<file path="src/rtl/assert_macros.svh">
// assertion macros used by the serial line editor rtl
`ifndef ASSERT_MACROS_SVH
`define ASSERT_MACROS_SVH

// property must hold at every rising clock edge outside reset
`define SLE_ASSERT(name, clk, rst_n, prop, msg) \
  name: assert property (@(posedge clk) disable iff (!rst_n) prop) else $error(msg);

// condition must never be seen outside reset
`define SLE_ASSERT_NEVER(name, clk, rst_n, cond, msg) \
  `SLE_ASSERT(name, clk, rst_n, !(cond), msg)

`endif

</file>
<file path="src/rtl/sle_pkg.sv">
// shared types and constants of the serial line editor
package sle_pkg;

  localparam int unsigned LineLenDef = 32;
  localparam int unsigned MaxResults = 32;

  typedef enum logic [1:0] {
    KIND_ECHO  = 2'd0,
    KIND_LINE  = 2'd1,
    KIND_EMPTY = 2'd2,
    KIND_NONE  = 2'd3
  } kind_e;

  typedef enum logic {
    CMD_RX   = 1'b0,
    CMD_READ = 1'b1
  } cmd_e;

  localparam logic [7:0] ChCr    = 8'h0D;
  localparam logic [7:0] ChBs    = 8'h08;
  localparam logic [7:0] ChDel   = 8'h7F;
  localparam logic [7:0] ChSpace = 8'h20;

endpackage

</file>
<file path="src/rtl/sle_in_if.sv">
// handshake channel carrying command items into the editor
interface sle_in_if;
  import sle_pkg::*;

  logic       valid;
  logic       ready;
  cmd_e       cmd;
  logic [7:0] rx_byte;

  modport source (output valid, output cmd, output rx_byte, input ready);
  modport sink   (input valid, input cmd, input rx_byte, output ready);
endinterface

</file>
<file path="src/rtl/sle_out_if.sv">
// handshake channel carrying result items out of the editor
interface sle_out_if;
  import sle_pkg::*;

  logic       valid;
  logic       ready;
  kind_e      kind;
  logic [7:0] out_byte;
  logic       last;

  modport source (output valid, output kind, output out_byte, output last, input ready);
  modport sink   (input valid, input kind, input out_byte, input last, output ready);
endinterface

</file>
<file path="src/rtl/serial_line_editor.sv">
// serial line editor: echo, line store in memory and line read-out
//
//  channel | dir | payload                  | handshake
//  rx_i    | in  | cmd, rx_byte             | valid / ready
//  tx_o    | out | kind, out_byte, last     | valid / ready
//
//  receive item: at most one echo item, three for a backspace that removes a byte
//  read item: the line store is walked through its single read port, one entry a
//  cycle while tx_o does not stall, up to the first zero or to the lesser of
//  LineLen and MaxResults entries
//  reset clears per-entry valid flags at once, so no clearing pass is needed
//  a stalled tx_o holds the walk; rx_i is taken only between items
`include "assert_macros.svh"

module serial_line_editor #(
  parameter int unsigned LineLen = sle_pkg::LineLenDef
) (
  input logic        clk_i,
  input logic        rst_ni,
  sle_in_if.sink     rx_i,
  sle_out_if.source  tx_o
);
  import sle_pkg::*;

  localparam int unsigned AW  = $clog2(LineLen);
  localparam int unsigned CW  = $clog2(LineLen + 1);
  localparam int unsigned Lim = (LineLen < MaxResults) ? LineLen : MaxResults;
  localparam logic [AW-1:0] LastIdx = AW'(Lim - 1);
  localparam logic [CW-1:0] CurMax  = CW'(LineLen);

  typedef enum logic [2:0] {
    S_IDLE,
    S_BS1,
    S_BS2,
    S_RD,
    S_FIN
  } state_e;

  typedef struct packed {
    kind_e      kind;
    logic [7:0] data;
    logic       last;
  } res_t;

  function automatic logic is_line_char(logic [7:0] b);
    return (b >= 8'h41 && b <= 8'h5A) || (b >= 8'h61 && b <= 8'h7A) ||
           (b >= 8'h30 && b <= 8'h39) || b == 8'h2D || b == 8'h5F;
  endfunction

  function automatic res_t mk_res(kind_e k, logic [7:0] d, logic l);
    res_t r;
    r.kind = k;
    r.data = d;
    r.last = l;
    return r;
  endfunction

  state_e          state_q, state_d;
  logic [CW-1:0]   cursor_q, cursor_d;
  logic            line_ready_q, line_ready_d;
  logic [AW-1:0]   idx_q, idx_d;
  logic [7:0]      pend_q, pend_d;
  logic            pend_vld_q, pend_vld_d;
  logic            out_vld_q, out_vld_d;
  res_t            res_q, res_d;

  // line store and its valid flags
  logic [7:0]        mem_q [LineLen];
  logic [LineLen-1:0] valid_q;
  logic [7:0]        rd_data_q;
  logic              rd_vld_q;

  logic            wr_en, rd_en, clr_one, clr_all;
  logic [AW-1:0]   wr_addr, rd_addr, clr_addr;
  logic [7:0]      wr_data;
  logic            in_acc, out_free;
  logic [CW-1:0]   cur_dec;
  logic [7:0]      rd_byte;

  assign out_free = !out_vld_q || tx_o.ready;
  assign rx_i.ready = (state_q == S_IDLE) && out_free;
  assign in_acc = rx_i.valid && rx_i.ready;
  assign cur_dec = cursor_q - CW'(1);
  assign rd_byte = rd_vld_q ? rd_data_q : 8'h00;

  assign tx_o.valid    = out_vld_q;
  assign tx_o.kind     = res_q.kind;
  assign tx_o.out_byte = res_q.data;
  assign tx_o.last     = res_q.last;

  always_comb begin
    state_d      = state_q;
    cursor_d     = cursor_q;
    line_ready_d = line_ready_q;
    idx_d        = idx_q;
    pend_d       = pend_q;
    pend_vld_d   = pend_vld_q;
    out_vld_d    = out_vld_q && !tx_o.ready;
    res_d        = res_q;
    wr_en        = 1'b0;
    wr_addr      = cursor_q[AW-1:0];
    wr_data      = rx_i.rx_byte;
    rd_en        = 1'b0;
    rd_addr      = idx_q;
    clr_one      = 1'b0;
    clr_addr     = cur_dec[AW-1:0];
    clr_all      = 1'b0;

    case (state_q)
      S_IDLE: begin
        if (in_acc) begin
          if (rx_i.cmd == CMD_RX) begin
            if (rx_i.rx_byte == ChCr) begin
              out_vld_d    = 1'b1;
              res_d        = mk_res(KIND_ECHO, ChCr, 1'b1);
              line_ready_d = 1'b1;
              cursor_d     = '0;
            end else if (rx_i.rx_byte == ChBs || rx_i.rx_byte == ChDel) begin
              if (cursor_q != '0) begin
                out_vld_d = 1'b1;
                res_d     = mk_res(KIND_ECHO, ChBs, 1'b0);
                cursor_d  = cur_dec;
                clr_one   = 1'b1;
                state_d   = S_BS1;
              end
            end else if (is_line_char(rx_i.rx_byte) && cursor_q < CurMax) begin
              wr_en     = 1'b1;
              out_vld_d = 1'b1;
              res_d     = mk_res(KIND_ECHO, rx_i.rx_byte, 1'b1);
              cursor_d  = cursor_q + CW'(1);
            end
          end else if (!line_ready_q) begin
            out_vld_d = 1'b1;
            res_d     = mk_res(KIND_NONE, 8'h00, 1'b1);
          end else begin
            // start the walk at slot zero
            rd_en      = 1'b1;
            rd_addr    = '0;
            idx_d      = '0;
            pend_vld_d = 1'b0;
            state_d    = S_RD;
          end
        end
      end
      S_BS1: begin
        if (out_free) begin
          out_vld_d = 1'b1;
          res_d     = mk_res(KIND_ECHO, ChSpace, 1'b0);
          state_d   = S_BS2;
        end
      end
      S_BS2: begin
        if (out_free) begin
          out_vld_d = 1'b1;
          res_d     = mk_res(KIND_ECHO, ChBs, 1'b1);
          state_d   = S_IDLE;
        end
      end
      S_RD: begin
        // one byte held back so that the final one can carry last
        if (rd_byte == 8'h00) begin
          state_d = S_FIN;
        end else if (!pend_vld_q || out_free) begin
          if (pend_vld_q) begin
            out_vld_d = 1'b1;
            res_d     = mk_res(KIND_LINE, pend_q, 1'b0);
          end
          pend_d     = rd_byte;
          pend_vld_d = 1'b1;
          if (idx_q == LastIdx) begin
            state_d = S_FIN;
          end else begin
            rd_en   = 1'b1;
            rd_addr = idx_q + AW'(1);
            idx_d   = idx_q + AW'(1);
          end
        end
      end
      S_FIN: begin
        if (out_free) begin
          out_vld_d    = 1'b1;
          res_d        = pend_vld_q ? mk_res(KIND_LINE, pend_q, 1'b1)
                                    : mk_res(KIND_EMPTY, 8'h00, 1'b1);
          clr_all      = 1'b1;
          line_ready_d = 1'b0;
          pend_vld_d   = 1'b0;
          state_d      = S_IDLE;
        end
      end
      default: begin
        state_d = S_IDLE;
      end
    endcase
  end

  always_ff @(posedge clk_i or negedge rst_ni) begin
    if (!rst_ni) begin
      state_q      <= S_IDLE;
      cursor_q     <= '0;
      line_ready_q <= 1'b0;
      idx_q        <= '0;
      pend_vld_q   <= 1'b0;
      out_vld_q    <= 1'b0;
      pend_q       <= 8'h00;
      res_q        <= '0;
    end else begin
      state_q      <= state_d;
      cursor_q     <= cursor_d;
      line_ready_q <= line_ready_d;
      idx_q        <= idx_d;
      pend_vld_q   <= pend_vld_d;
      out_vld_q    <= out_vld_d;
      pend_q       <= pend_d;
      res_q        <= res_d;
    end
  end

  // an entry whose flag is clear reads as zero
  always_ff @(posedge clk_i or negedge rst_ni) begin
    if (!rst_ni) begin
      valid_q <= '0;
    end else if (clr_all) begin
      valid_q <= '0;
    end else begin
      if (wr_en) valid_q[wr_addr] <= 1'b1;
      if (clr_one) valid_q[clr_addr] <= 1'b0;
    end
  end

  // writes happen only between items and reads only during a walk, so no overlap
  always_ff @(posedge clk_i) begin
    if (wr_en) mem_q[wr_addr] <= wr_data;
    if (rd_en) begin
      rd_data_q <= mem_q[rd_addr];
      rd_vld_q  <= valid_q[rd_addr];
    end
  end

  `SLE_ASSERT(a_cursor_range, clk_i, rst_ni, cursor_q <= CurMax, "cursor beyond line length")
  `SLE_ASSERT(a_walk_needs_line, clk_i, rst_ni,
              (state_q == S_RD) |-> line_ready_q, "walk without a ready line")
  `SLE_ASSERT(a_fin_clears, clk_i, rst_ni,
              (state_q == S_FIN && out_free) |=> (!line_ready_q && valid_q == '0),
              "read-out left the store set")
  `SLE_ASSERT_NEVER(a_mid_item_idle, clk_i, rst_ni,
                    out_vld_q && !res_q.last && state_q == S_IDLE,
                    "non-final item pending while idle")

endmodule

</file>
<file path="src/flat_wrapper.sv">
// flat-port wrapper written by rule: the top's interface ports become plain ports
module serial_line_editor_flat import sle_pkg::*;
#(
  parameter int unsigned LineLen = sle_pkg::LineLenDef
)
  (clk_i, rst_ni, rx_i_valid, rx_i_cmd, rx_i_rx_byte, rx_i_ready, tx_o_valid, tx_o_kind, tx_o_out_byte, tx_o_last, tx_o_ready);
  sle_in_if rx_i_i ();
  sle_out_if tx_o_i ();
  input logic clk_i;
  input logic rst_ni;
  input wire logic [$bits(rx_i_i.valid)-1:0] rx_i_valid;
  input wire logic [$bits(rx_i_i.cmd)-1:0] rx_i_cmd;
  input wire logic [$bits(rx_i_i.rx_byte)-1:0] rx_i_rx_byte;
  output wire logic [$bits(rx_i_i.ready)-1:0] rx_i_ready;
  output wire logic [$bits(tx_o_i.valid)-1:0] tx_o_valid;
  output wire logic [$bits(tx_o_i.kind)-1:0] tx_o_kind;
  output wire logic [$bits(tx_o_i.out_byte)-1:0] tx_o_out_byte;
  output wire logic [$bits(tx_o_i.last)-1:0] tx_o_last;
  input wire logic [$bits(tx_o_i.ready)-1:0] tx_o_ready;
  assign rx_i_i.valid = rx_i_valid;
  assign rx_i_i.cmd = rx_i_cmd;
  assign rx_i_i.rx_byte = rx_i_rx_byte;
  assign rx_i_ready = rx_i_i.ready;
  assign tx_o_valid = tx_o_i.valid;
  assign tx_o_kind = tx_o_i.kind;
  assign tx_o_out_byte = tx_o_i.out_byte;
  assign tx_o_last = tx_o_i.last;
  assign tx_o_i.ready = tx_o_ready;
  serial_line_editor #(.LineLen(LineLen)) u_core (.clk_i(clk_i), .rst_ni(rst_ni), .rx_i(rx_i_i), .tx_o(tx_o_i));
endmodule
</file>
<file path="config.mk">
export PLATFORM = sky130hd
export DESIGN_NAME = serial_line_editor_flat
export DESIGN_NICKNAME = d
export VERILOG_FILES = /design/src/rtl/sle_pkg.sv /design/src/rtl/sle_in_if.sv /design/src/rtl/sle_out_if.sv /design/src/rtl/serial_line_editor.sv /design/src/flat_wrapper.sv
export VERILOG_INCLUDE_DIRS = /design/src /design/src/rtl
export SDC_FILE = /design/constraint.sdc
export NUM_CORES = 1
export LEC_CHECK = 0
export BUFFER_PORTS_ARGS = -buffer_cell sky130_fd_sc_hd__buf_4
export CAP_MARGIN = 25
export CORE_ASPECT_RATIO = 1.25
export CORE_MARGIN = 10
export CORE_UTILIZATION = 50
export CTS_CLUSTER_SIZE = 28
export DETAILED_ROUTE_END_ITERATION = 8
export PLACE_DENSITY_LB_ADDON = 0.05
export REMOVE_ABC_BUFFERS = 1
export SLEW_MARGIN = 25
export SYNTH_ARGS = -nofsm -noshare
export SYNTH_HDL_FRONTEND = slang
export SYNTH_SLANG_ARGS = --single-unit
</file>
<file path="constraint.sdc">
create_clock -name clk_i -period 3.9 [get_ports clk_i]
set_input_delay 0.585 -clock clk_i [delete_from_list [all_inputs] [get_ports clk_i]]
set_output_delay 0.585 -clock clk_i [all_outputs]
set_load 0.01 [all_outputs]
</file>
After elaboration in Yosys (flattened, before gate mapping)
Memory sizes are Yosys's and may differ from the RTL's. A register that Yosys moved wholly into a read port is not among the register bits.
Cells that the tools add are included.
{"block": "op_classes", "n_bitwise": 5, "n_lt_le_gt_ge": 12, "eq_ne": 32, "reduce_logical": 34, "add_sub_neg": 3, "n_mux": 95}
{"op": "$mux 11", "count": 14}
{"op": "$mux 32", "count": 4}
{"op": "$pmux 11 s5", "count": 1}
{"op": "$mux 1", "count": 45}
{"op": "$mux 3", "count": 11}
{"op": "$and 32x32->32", "count": 1}
{"op": "$not 32->32", "count": 1}
{"op": "$or 32x32->32", "count": 1}
{"op": "$mux 5", "count": 6}
{"op": "$mux 6", "count": 4}
{"op": "$lt 5x6->1 const B", "count": 3}
{"op": "$eq 8x4->1 const B", "count": 2}
{"op": "$eq 8x7->1 const B", "count": 2}
{"op": "$ge 8x7->1 const B", "count": 2}
{"op": "$le 8x7->1 const B", "count": 2}
{"op": "$ne 2x1->1 const B", "count": 8}
{"op": "$ne 3x3->1 const B", "count": 4}
{"op": "$pmux 3 s4", "count": 1}
{"op": "$reduce_and 11->1", "count": 1}
{"op": "$demux 1 s5", "count": 2}
{"op": "$ge 5x1->1 const B", "count": 2}
{"op": "$ne 5x5->1 const B", "count": 2}
{"op": "$pmux 5 s2", "count": 1}
{"op": "$reduce_and 5->1", "count": 2}
{"op": "other kinds (33)", "count": 59}
{"block": "totals", "ramBits": 256, "elab_cells": 194, "input_bits": 13, "out_inout_bits": 13, "memories": 1, "register_bits": 69}
{"name": "u_core.mem_q", "depth": 32, "width": 8, "rd": 1, "rd_clocked_by_memory_dff": 1, "write_ports": 1, "line_no": "serial_line_editor.sv:68", "text": "logic [7:0] mem_q [LineLen];"}

Logic depth before layout (Yosys ltp)
Gate-level depths: netlist of run 1.
{"block": "depth", "word_depth": 18, "depth_mapped": 14, "ltp_nobuf": 11}

Least setup slack after synthesis of run 1
No wires, ideal clock.
{"block": "synth_path", "kind": "input-to-reg", "start": "input port rx_i_cmd", "end": "register u_core.rd_data_q[4], read port of u_core.mem_q, data pin", "n_path_buf": 3, "setup_time_ps": 265, "stages": 11, "setup_slack_ps": 928, "t_required_ps": 3635, "arrival_time_ps": 2708, "path_cell_list": "clkbuf_1 > nand3_1 > nor3_4 > nor2_1 > a21oi_2 > buf_6 > buf_12 > mux4_2 > nor2b_1 > nor4_1 > nor3_1"}
{"block": "synth_between", "elab_chain_cells": 3, "elab_cells_between_ends": 6, "classes_between": "mux (6)"}
{"element": "start, declared", "line_no": "flat_wrapper.sv:12", "text": "input wire logic [$bits(rx_i_i.cmd)-1:0] rx_i_cmd;"}
{"element": "$mux 5 / $mux 1 (equally long branches)", "line_no": "serial_line_editor.sv:112", "text": "if (rx_i.cmd == CMD_RX) begin"}
{"element": "$mux 5 / $mux 1 (equally long branches)", "line_no": "serial_line_editor.sv:111", "text": "if (in_acc) begin"}
{"element": "$pmux 5 s2 / $pmux 1 s2 (equally long branches)", "line_no": "serial_line_editor.sv:109", "text": "case (state_q)"}
{"element": "end, declared", "line_no": "serial_line_editor.sv:70", "text": "logic [7:0] rd_data_q;"}
Parallel ways exist; a longest one is shown, timed or not.
A chain may end at the register's enable or synchronous reset.

Worst setup path in the final report of run 1
{"block": "layout_path", "start": "register u_core.state_q[0]", "end": "register u_core.rd_data_q[4], read port of u_core.mem_q, data pin"}
{"block": "layout_between", "elab_chain_cells": 5, "elab_cells_between_ends": 8, "classes_between": "eq/ne (1); mux (4); reduce/logical (3)"}
{"element": "start, declared", "line_no": "serial_line_editor.sv:58", "text": "state_e state_q, state_d;"}
{"element": "start signal, assigned", "line_no": "serial_line_editor.sv:207", "text": "state_q <= state_d;"}
{"element": "$logic_not 3->1", "line_no": "serial_line_editor.sv:81, serial_line_editor.sv:109"}
{"element": "$logic_and 1x1->1", "line_no": "serial_line_editor.sv:81", "text": "assign rx_i.ready = (state_q == S_IDLE) && out_free;"}
{"element": "$logic_and 1x1->1", "line_no": "serial_line_editor.sv:82", "text": "assign in_acc = rx_i.valid && rx_i.ready;"}
{"element": "$mux 5 / $mux 1 (equally long branches)", "line_no": "serial_line_editor.sv:111"}
{"element": "$pmux 5 s2 / $pmux 1 s2 (equally long branches)", "line_no": "serial_line_editor.sv:109"}
Parallel ways exist; a longest one is shown, timed or not.

==> results.sh, run 1 <==
export IMPL_fin_crit_sh_pct=95.9
export IMPL_antenna_left=0
export IMPL_async_reset_ff_share_pct=20.4
export IMPL_yosysSeqAreaShare_pct=67.0
export IMPL_cts_tree="yes"
export IMPL_dieWidth_um=172
export IMPL_seqPwrFrac_pct=37.0
export IMPL_comb_power_share_pct=33.7
export IMPL_setup_ws_ns=0.160
export IMPL_syn_area_um2=14400
export IMPL_cts_sinks=333
export IMPL_setup_viol=0
export IMPL_cts_inserted_buffers=34
export IMPL_post_cts_buffers=0
export IMPL_track_usage_pct=20.8
export IMPL_synth_area_leader_cell="edfxtp_1"
export IMPL_first_iter_violations=682
export IMPL_grt_first_pass_wirelength_mm=56.3
export IMPL_status="finished clean"
export IMPL_cts_buffer_depth=3
export IMPL_worst_slew_pin_slew_ns=0.929
export IMPL_grt_ovfl_total=0
export IMPL_path_cells="or3_4 -> nor3_4 -> nor2_1 -> a21oi_4 -> buf_12 -> buf_4 -> mux4_2 -> nor2b_1 -> nor4_1 -> nor3_1"
export IMPL_leakage_nw=5.97
export IMPL_num_antenna_cells=0
export IMPL_yosys_top_cells_area="edfxtp_1 55%, dfrtp_1 12%, nand2_1 4.6%"
export IMPL_rows=69
export IMPL_cts_resized=0
export IMPL_p_total_mw=11.5
export IMPL_ios=26
export IMPL_start_kind="flip-flop"
export IMPL_fin_crit_ns=3.74
export IMPL_fin_worst_skew_ns=0.0135
export IMPL_die_height_um=210
export IMPL_port_buffers=25
export IMPL_cap_viol_max_count=0
export IMPL_syn_inst=1093
export IMPL_viasPerCell=5.98
export IMPL_wl_mm=37.4
export IMPL_syn_to_final_growth_pct=13.8
export IMPL_power_density_nw_per_um2=699
export IMPL_cp_arrival_ns=3.98
export IMPL_clockRootBuffer="clkbuf_16"
export IMPL_fmax_mhz=267
export IMPL_end_kind="flip-flop"
export IMPL_avgSynthCellArea_um2=13.2
export IMPL_max_slew_margin_rel_pct=38.0
export IMPL_max_stage_delay_ns=0.54
export IMPL_yosysWarnings=0
export IMPL_cp_required_ns=4.14
export IMPL_finalHoldViolCount=0
export IMPL_dpl_hpwl_mm=24.7
export IMPL_place_congestion=0.918
export IMPL_ir_drop_mv=0.487
export IMPL_clk_insertion_delay_late_ns=0.51
export IMPL_antenna_found_initial=0
export IMPL_critPathMaxFanout=22
export IMPL_nNetsFinal=1179
export IMPL_synth_edf_count=265
export IMPL_dr_total_vias=9208
export IMPL_crit_type="flip-flop to flip-flop"
export IMPL_sw_frac_of_total_pct=33.5
export IMPL_p_switching_mw=3.84
export IMPL_synth_top_area_share_pct=55.2
export IMPL_grt_pass1_vias=9092
export IMPL_slowest_stage="mux4_2"
export IMPL_synth_main_ff_cell="edfxtp_1"
export IMPL_drt_wirelength_per_cell_um=24.3
export IMPL_h_tree_depth=2
export IMPL_coreArea_um2=28400
export IMPL_hold_buffers=0
export IMPL_clkTransAtPathRegs_ns=0.07
export IMPL_first_pass_iters=4
export IMPL_power_share_clock_pct=29.4
export IMPL_ys_ff_latch=333
export IMPL_drv_slew=0
export IMPL_pre_cts_ws_ns=0.236
export IMPL_dieArea_um2=36100
export IMPL_ys_top_cells_by_count="265 x edfxtp_1, 178 x nand2_1, 68 x dfrtp_1"
export IMPL_route_detailed_drc=0
export IMPL_hold_class="input pin to asynchronous set/reset pin"
export IMPL_rsz0062_at_grt="no"
export IMPL_synth_distinct_cells=73
export IMPL_synthMostInstantiatedCell="edfxtp_1"
export IMPL_grt_max_degree=75
export IMPL_start_util_pct=50.7
export IMPL_drive_gt1_share_pct=17.0
export IMPL_p_int_mw=7.63
[flip-flops by register name, summed over array words and instances, names as in the netlist]
register and cells:
u_core.valid_q 32, u_core.pend_vld_q 1, u_core.tx_o.kind 2, u_core.idx_q 5, u_core.tx_o.valid 1, u_core.mem_q 256, u_core.tx_o.last 1, u_core.pend_q 8
u_core.rd_vld_q 1, u_core.state_q 3, u_core.tx_o.out_byte 8, u_core.line_ready_q 1, u_core.cursor_q 6, u_core.rd_data_q 8
[cells in the final DEF, fill, tap and decap left out, types with 8 or more instances in the layout]
master,instances
edfxtp_1,265
nand2_1,178
buf_4,84
dfrtp_1,68
nor2_1,63
o21ai_0,57
a21oi_1,55
clkbuf_16,37
and3_1,36
a31oi_1,35
nor2b_1,31
mux4_2,25
nor3_1,22
o22ai_1,19
mux2i_1,19
mux2_2,14
nand3_1,11
nand2b_1,10
nor4_1,9
a221oi_1,9
inv_1,8
[cells by family after synthesis]
logic type,after synthesis,synth area share (%)
AOI/OAI and AO/OA,223,9.56
and+or+nand+nor,395,13.2
DFF,333,67.0
buffers and inverters,71,2.86
adders and majority gates,7,0.608
muxes,59,6.48
xor gates and xnor gates,5,0.304
[stage by stage]
step | cells | setup TNS [ns] | util [%] | hold slack [ns] | area [µm²]
detailed placement | 1478 | 0 | 53.6 | 0.472 | 15200
global route | 1540 | 0 | 57.7 | 0.269 | 16400
global placement | 1478 | 0 | 53.6 | 0.464 | 15200
floorplan | 1034 | -34.21 | - | 0.289 | 14000
finish | 1540 | 0 | 57.7 | 0.205 | 16400
CTS | 1540 | 0 | 57.7 | 0.234 | 16400
[metal layers]
layer | track usage [%] | wire length, µm | up-vias
met4 | 8.25 | 1280 | 0
met1 | 25.8 | 15400 | 4639
met5 | 0 | 0 | -
li1 | - | - | 4252
met3 | 3.23 | 1600 | 72
met2 | 35.4 | 19200 | 245
[power by group through the flow]
stage	combinational (mW)	clock, mW	sequential (mW)
floorplan	2.46	0	4.30
global placement	3.89	0	4.30
detailed placement	3.89	0	4.31
CTS	3.90	3.43	4.24
global route	4.18	3.56	4.27
finish	3.86	3.37	4.24
[critical path: cells and delay by family (launching register included)]
family | cells | cell delay, ns
AND/OR/NAND/NOR | 6 | 1.73
multiplexers | 1 | 0.54
flip-flops | 1 | 0.49
buffers and inverters | 2 | 0.43
AO/OA/AOI/OAI | 1 | 0.24
[worst paths after layout]
| path | cells past startpoint | to | from | slack (ns) |
|---|---|---|---|---|
| worst min-delay path | 1 | u_core.cursor_q[0] | rst_ni | 0.20 |
| worst max-delay path | 10 | u_core.rd_data_q[4] | u_core.state_q[0] | 0.16 |
| max in group asynchronous | 1 | u_core.valid_q[22] | rst_ni | 3.11 |
| worst min register to register | 2 | u_core.pend_q[0] | u_core.pend_q[0] | 0.48 |
| worst max register to register | 10 | u_core.rd_data_q[4] | u_core.state_q[0] | 0.16 |
| min in group clk_i | 1 | u_core.mem_q[0][7] | rx_i_rx_byte[7] | 0.37 |
[cell type report]
cell class | instances | area, µm²
multi-input combinational | 689 | 4350
timing repair buffer | 89 | 731
sequential | 333 | 9660
clock inverter | 18 | 196
inverter | 12 | 45.0
tap | 355 | 444
clock buffer | 44 | 972
fill | 2301 | 12000
No activity file was read; power rests on OpenSTA's default activity.
==> run 2, diff against run 1 <==
Settings changed: SETUP_SLACK_MARGIN set to 0.3.
==> run 2 against run 1 <==
Against the previous run:
- combinational power hardly changed
- sequential power barely moved
- critical path depth unchanged
- worst setup slack improved by 0.25 ns
- core utilization is 0.15 points higher
- sequential share of layout area fell by 0.15 points
- worst hold slack got worse by 0.0047 ns
- critical path type unchanged
==> results.sh, run 2 (synthesized netlist as in run 1, its figures left out) <==
export IMPL_finalHoldViolCount=0
export IMPL_coreArea_um2=28400
export IMPL_sw_frac_of_total_pct=33.6
export IMPL_drv_slew=0
export IMPL_dieWidth_um=172
export IMPL_dr_total_vias=9275
export IMPL_route_detailed_drc=0
export IMPL_grt_ovfl_total=0
export IMPL_place_congestion=0.918
export IMPL_n_fill_cell=2292
export IMPL_setup_viol=0
export IMPL_fin_crit_sh_pct=89.6
export IMPL_final_common_cell="edfxtp_1"
export IMPL_antenna_found_initial=0
export IMPL_cts_tree="yes"
export IMPL_wl_mm=37.5
export IMPL_port_buffers=25
export IMPL_finalSetupTns_ns=0
export IMPL_p_total_mw=11.5
export IMPL_ios=26
export IMPL_end_kind="flip-flop"
export IMPL_critPathMaxFanout=22
export IMPL_p_switching_mw=3.86
export IMPL_cts_inserted_buffers=34
export IMPL_clkTransAtPathRegs_ns=0.07
export IMPL_top_register="u_core.mem_q"
export IMPL_max_slew_margin_rel_pct=38.1
export IMPL_start_util_pct=50.7
export IMPL_cts_sinks=333
export IMPL_grt_first_pass_wirelength_mm=56.3
export IMPL_clk_insertion_delay_late_ns=0.51
export IMPL_largest_register_ffs=256
export IMPL_fin_worst_skew_ns=0.0114
export IMPL_nNetsFinal=1180
export IMPL_seqCellArea_um2=9660
export IMPL_drive_gt1_share_pct=17.6
export IMPL_clockRootBuffer="clkbuf_16"
export IMPL_seqPwrFrac_pct=36.9
export IMPL_worst_slew_pin_slew_ns=0.929
export IMPL_cts_buffer_depth=3
export IMPL_hold_buffers=0
export IMPL_num_antenna_cells=0
export IMPL_drt_wirelength_per_cell_um=24.3
export IMPL_viasPerCell=6.02
export IMPL_final_cell_mix="265 x edfxtp_1, 178 x nand2_1, 85 x buf_4"
export IMPL_dieArea_um2=36100
export IMPL_p_int_mw=7.63
export IMPL_track_usage_pct=20.8
export IMPL_grt_max_degree=75
export IMPL_start_kind="flip-flop"
export IMPL_die_height_um=210
export IMPL_syn_to_final_growth_pct=14.1
export IMPL_power_share_clock_pct=29.3
export IMPL_cp_required_ns=4.15
export IMPL_cp_arrival_ns=3.75
export IMPL_h_tree_depth=2
export IMPL_antenna_left=0
export IMPL_reg_largest_list="u_core.mem_q: 256 flops, u_core.valid_q: 32 flops"
export IMPL_ir_drop_mv=0.491
export IMPL_leakage_nw=5.98
export IMPL_hold_class="input pin to asynchronous set/reset pin"
export IMPL_grt_pass1_vias=9096
export IMPL_fmax_mhz=286
export IMPL_comb_power_share_pct=33.8
export IMPL_cap_viol_max_count=0
export IMPL_first_pass_iters=5
export IMPL_rsz0062_at_grt="no"
export IMPL_fin_crit_ns=3.49
export IMPL_dpl_hpwl_mm=24.7
export IMPL_first_iter_violations=660
export IMPL_multi_input_area_um2=4390
export IMPL_rows=69
export IMPL_power_density_nw_per_um2=699
export IMPL_crit_type="flip-flop to flip-flop"
export IMPL_status="finished clean"
run 2: changes by cell type in the layout (fill, tap and decap cells not counted):
cell,previous run,this run
nor4_1,9,4
o21ai_2,0,1
o21ai_1,3,2
buf_4,84,85
nor4_2,1,6
run 2: per-stage QoR:
stage               area [µm²]  instances  hold WS [ns]  utilization [%]  setup WS, ns
floorplan                14000       1034         0.289                -         -3.82
global placement         15200       1478         0.464             53.6         0.311
detailed placement       15200       1478         0.472             53.6         0.236
CTS                      16400       1540         0.234             57.8         0.330
global route             16400       1541         0.269             57.9         0.306
finish                   16400       1541         0.200             57.9         0.405
run 2: repair_timing:
action / in CTS / in global routing
setup buffers: 0 / 1
pin swaps: 0 / 1
endpoints found under the setup margin: 2 / 6
resized for setup: 2 / 4
run 2: area by class of cell:
class	count	area share, %
Clock buffer	44	5.91
Clock inverter	18	1.19
Inverter	12	0.274
Multi-Input combinational cell	689	26.7
Sequential cell	333	58.7
Tap cell	355	2.70
Timing Repair Buffer	90	4.49
run 2: worst max-delay path, cell delays in order, from the launching register on:
cell and delay, ns:
dfrtp_1 0.55, nand3b_1 0.24, a21oi_2 0.33, nand3_4 0.17
a21oi_4 0.23, buf_12 0.23, buf_4 0.20, mux4_2 0.54
nor2b_1 0.16, nor4_2 0.42, nor3_1 0.11
run 2: power by group through the flow:
| stage | Combinational [mW] | Sequential (mW) | Clock, mW |
|---|---|---|---|
| floorplan | 2.46 | 4.30 | 0 |
| global placement | 3.89 | 4.30 | 0 |
| detailed placement | 3.89 | 4.31 | 0 |
| CTS | 3.91 | 4.24 | 3.43 |
| global route | 4.20 | 4.27 | 3.56 |
| finish | 3.88 | 4.24 | 3.37 |
run 2: path summary, 6_finish.rpt:
check,end,slack [ns],depth (start not counted),from
min reg2reg,u_core.pend_q[0],0.48,2,u_core.pend_q[0]
max,u_core.rd_data_q[4],0.41,10,u_core.state_q[1]
min,u_core.cursor_q[0],0.20,1,rst_ni
max reg2reg,u_core.rd_data_q[4],0.41,10,u_core.state_q[1]
min in group clk_i,u_core.mem_q[0][7],0.37,1,rx_i_rx_byte[7]
max in group asynchronous,u_core.valid_q[14],3.11,1,rst_ni
run 2: routing by layer:
metal  vias up  wire, µm  global-route usage, %
li1       4252         -                      -
met1      4667     15200                   25.8
met2       275     19100                   35.5
met3        81      1830                   3.23
met4         0      1370                   8.25
met5         -         0                      0
==> run 3, diff against run 2 <==
Settings changed: CORE_UTILIZATION 50 to 40.
Clock period 3.9 ns to 3.95 ns, I/O delays scaled along.
==> run 3 against run 2 <==
Against the previous run:
- final cell count rose by 8.8%
- clock power increased by 3%
- non-clock buffer count rose by 15
- critical path type unchanged
- largest cell class unchanged
- highest routed layer unchanged
==> results.sh, run 3 (synthesized netlist as in run 1, its figures left out) <==
export IMPL_status="finished clean"
export IMPL_drive_gt1_share_pct=18.0
export IMPL_setup_viol=0
export IMPL_h_tree_depth=2
export IMPL_antenna_found_initial=1
export IMPL_antenna_left=0
export IMPL_place_congestion=0.850
export IMPL_end_kind="flip-flop"
export IMPL_finalSetupTns_ns=0
export IMPL_port_buffers=25
export IMPL_grt_ovfl_total=0
export IMPL_cts_sinks=333
export IMPL_drt_wirelength_per_cell_um=24.0
export IMPL_ios=26
export IMPL_sw_frac_of_total_pct=33.8
export IMPL_dieArea_um2=44100
export IMPL_cp_required_ns=4.25
export IMPL_pre_cts_ws_ns=0.320
export IMPL_cts_buffer_depth=3
export IMPL_rsz0062_at_grt="no"
export IMPL_p_switching_mw=3.91
export IMPL_crit_type="flip-flop to flip-flop"
export IMPL_dieWidth_um=190
export IMPL_nNetsFinal=1197
export IMPL_hold_class="input pin to asynchronous set/reset pin"
export IMPL_clkTransAtPathRegs_ns=0.07
export IMPL_power_share_clock_pct=30.1
export IMPL_grt_pass1_vias=9417
export IMPL_hold_buffers=0
export IMPL_num_antenna_cells=0
export IMPL_p_int_mw=7.63
export IMPL_dpl_hpwl_mm=26.5
export IMPL_critPathMaxFanout=36
export IMPL_finalHoldViolCount=0
export IMPL_leakage_nw=6.06
export IMPL_cts_tree="yes"
export IMPL_final_cell_count_no_fill=1676
export IMPL_reg_largest_list="u_core.mem_q: 256 flops, u_core.valid_q: 32 flops"
export IMPL_coreArea_um2=35500
export IMPL_wl_mm=40.3
export IMPL_fin_crit_ns=3.54
export IMPL_largest_register_ffs=256
export IMPL_final_cell_mix="265 x edfxtp_1, 178 x nand2_1, 100 x buf_4"
export IMPL_top_register="u_core.mem_q"
export IMPL_fin_crit_sh_pct=89.7
export IMPL_grt_first_pass_wirelength_mm=60.5
export IMPL_setup_ws_ns=0.408
export IMPL_dp_cells=1610
export IMPL_drv_slew=0
export IMPL_cts_inserted_buffers=36
export IMPL_first_pass_iters=4
export IMPL_cap_viol_max_count=0
export IMPL_route_detailed_drc=0
export IMPL_dr_total_vias=9261
export IMPL_final_util_pct=47.1
export IMPL_ir_drop_mv=0.334
export IMPL_first_iter_violations=684
export IMPL_track_usage_pct=18.3
export IMPL_clk_insertion_delay_late_ns=0.53
export IMPL_max_slew_margin_rel_pct=43.8
export IMPL_fmax_mhz=282
export IMPL_final_common_cell="edfxtp_1"
export IMPL_cp_arrival_ns=3.84
export IMPL_start_kind="flip-flop"
export IMPL_viasPerCell=5.53
export IMPL_fin_worst_skew_ns=0.0238
export IMPL_rows=77
export IMPL_power_density_nw_per_um2=691
export IMPL_grt_max_degree=69
export IMPL_worst_slew_pin_slew_ns=0.837
export IMPL_clockRootBuffer="clkbuf_16"
export IMPL_syn_to_final_growth_pct=15.8
export IMPL_die_height_um=232
export IMPL_seqPwrFrac_pct=36.1
export IMPL_start_util_pct=40.7
export IMPL_n_fill_cell=3245
export IMPL_comb_power_share_pct=33.8
-- run 3: changes by cell type in the layout (fill, tap and decap cells not counted), sizes merged --
cell	change
bufinv	+2
buf	+15
clkinv	+2
clkinvlp	-3
-- run 3: layout make-up --
type,instances,area [µm²],share of cell area [%]
clock buffers,44,952,5.70
multi-input cells,689,4370,26.2
well taps,474,593,3.55
flip-flops and latches,333,9660,57.9
inverters,12,45.0,0.270
repair buffers,105,833,4.99
clock inverters,19,244,1.46
-- run 3: power groups by stage --
stage / combinational (mW) / sequential (mW) / clock, mW
final: 3.90 / 4.16 / 3.47
after floorplan: 2.43 / 4.24 / 0
after CTS: 3.96 / 4.16 / 3.55
after detailed placement: 3.94 / 4.24 / 0
after global placement: 3.94 / 4.23 / 0
after global routing: 4.24 / 4.19 / 3.69
-- run 3: worst paths after layout --
path / startpoint / to / slack (ns) / cells past startpoint
min in group clk_i: rx_i_rx_byte[7] / u_core.mem_q[10][7] / 0.36 / 1
worst min-delay path: rst_ni / u_core.valid_q[12] / 0.09 / 1
max in group asynchronous: rst_ni / u_core.valid_q[18] / 3.37 / 1
worst min register to register: u_core.pend_q[4] / u_core.pend_q[4] / 0.48 / 2
worst max-delay path: u_core.rd_data_q[2] / u_core.rd_data_q[6] / 0.41 / 10
worst max register to register: u_core.rd_data_q[2] / u_core.rd_data_q[6] / 0.41 / 10
-- run 3: critical path, stage by stage (launching register included) --
cell and delay, ns:
edfxtp_1 0.39, or4_1 0.60, o21a_4 0.27, nand3_4 0.12
mux2i_4 0.25, buf_4 0.20, buf_4 0.41, a21oi_1 0.08
a22oi_1 0.43, o22ai_1 0.12, a311oi_1 0.41
-- run 3: layer usage --
metal | track usage [%] | routed length (µm)
met5 | 0 | 0
met4 | 7.70 | 1580
met3 | 2.48 | 1610
met2 | 31.4 | 20500
met1 | 22.6 | 16600
-- run 3: what timing repair did --
item / CTS / global route
setup endpoints to repair: 0 / 7
resized for setup: 0 / 4
hold endpoints to repair: 0 / 0
setup buffers: 0 / 3
-- run 3: metrics by stage --
stage          cell area [µm²]  hold WS [ns]  total power, mW
2_1_floorplan            14000         0.297             6.68
3_3_place_gp             15400         0.465             8.17
3_5_place_dp             15400         0.471             8.18
4_1_cts                  16600         0.249             11.7
5_1_grt                  16700         0.139             12.1
6_report                 16700        0.0899             11.5
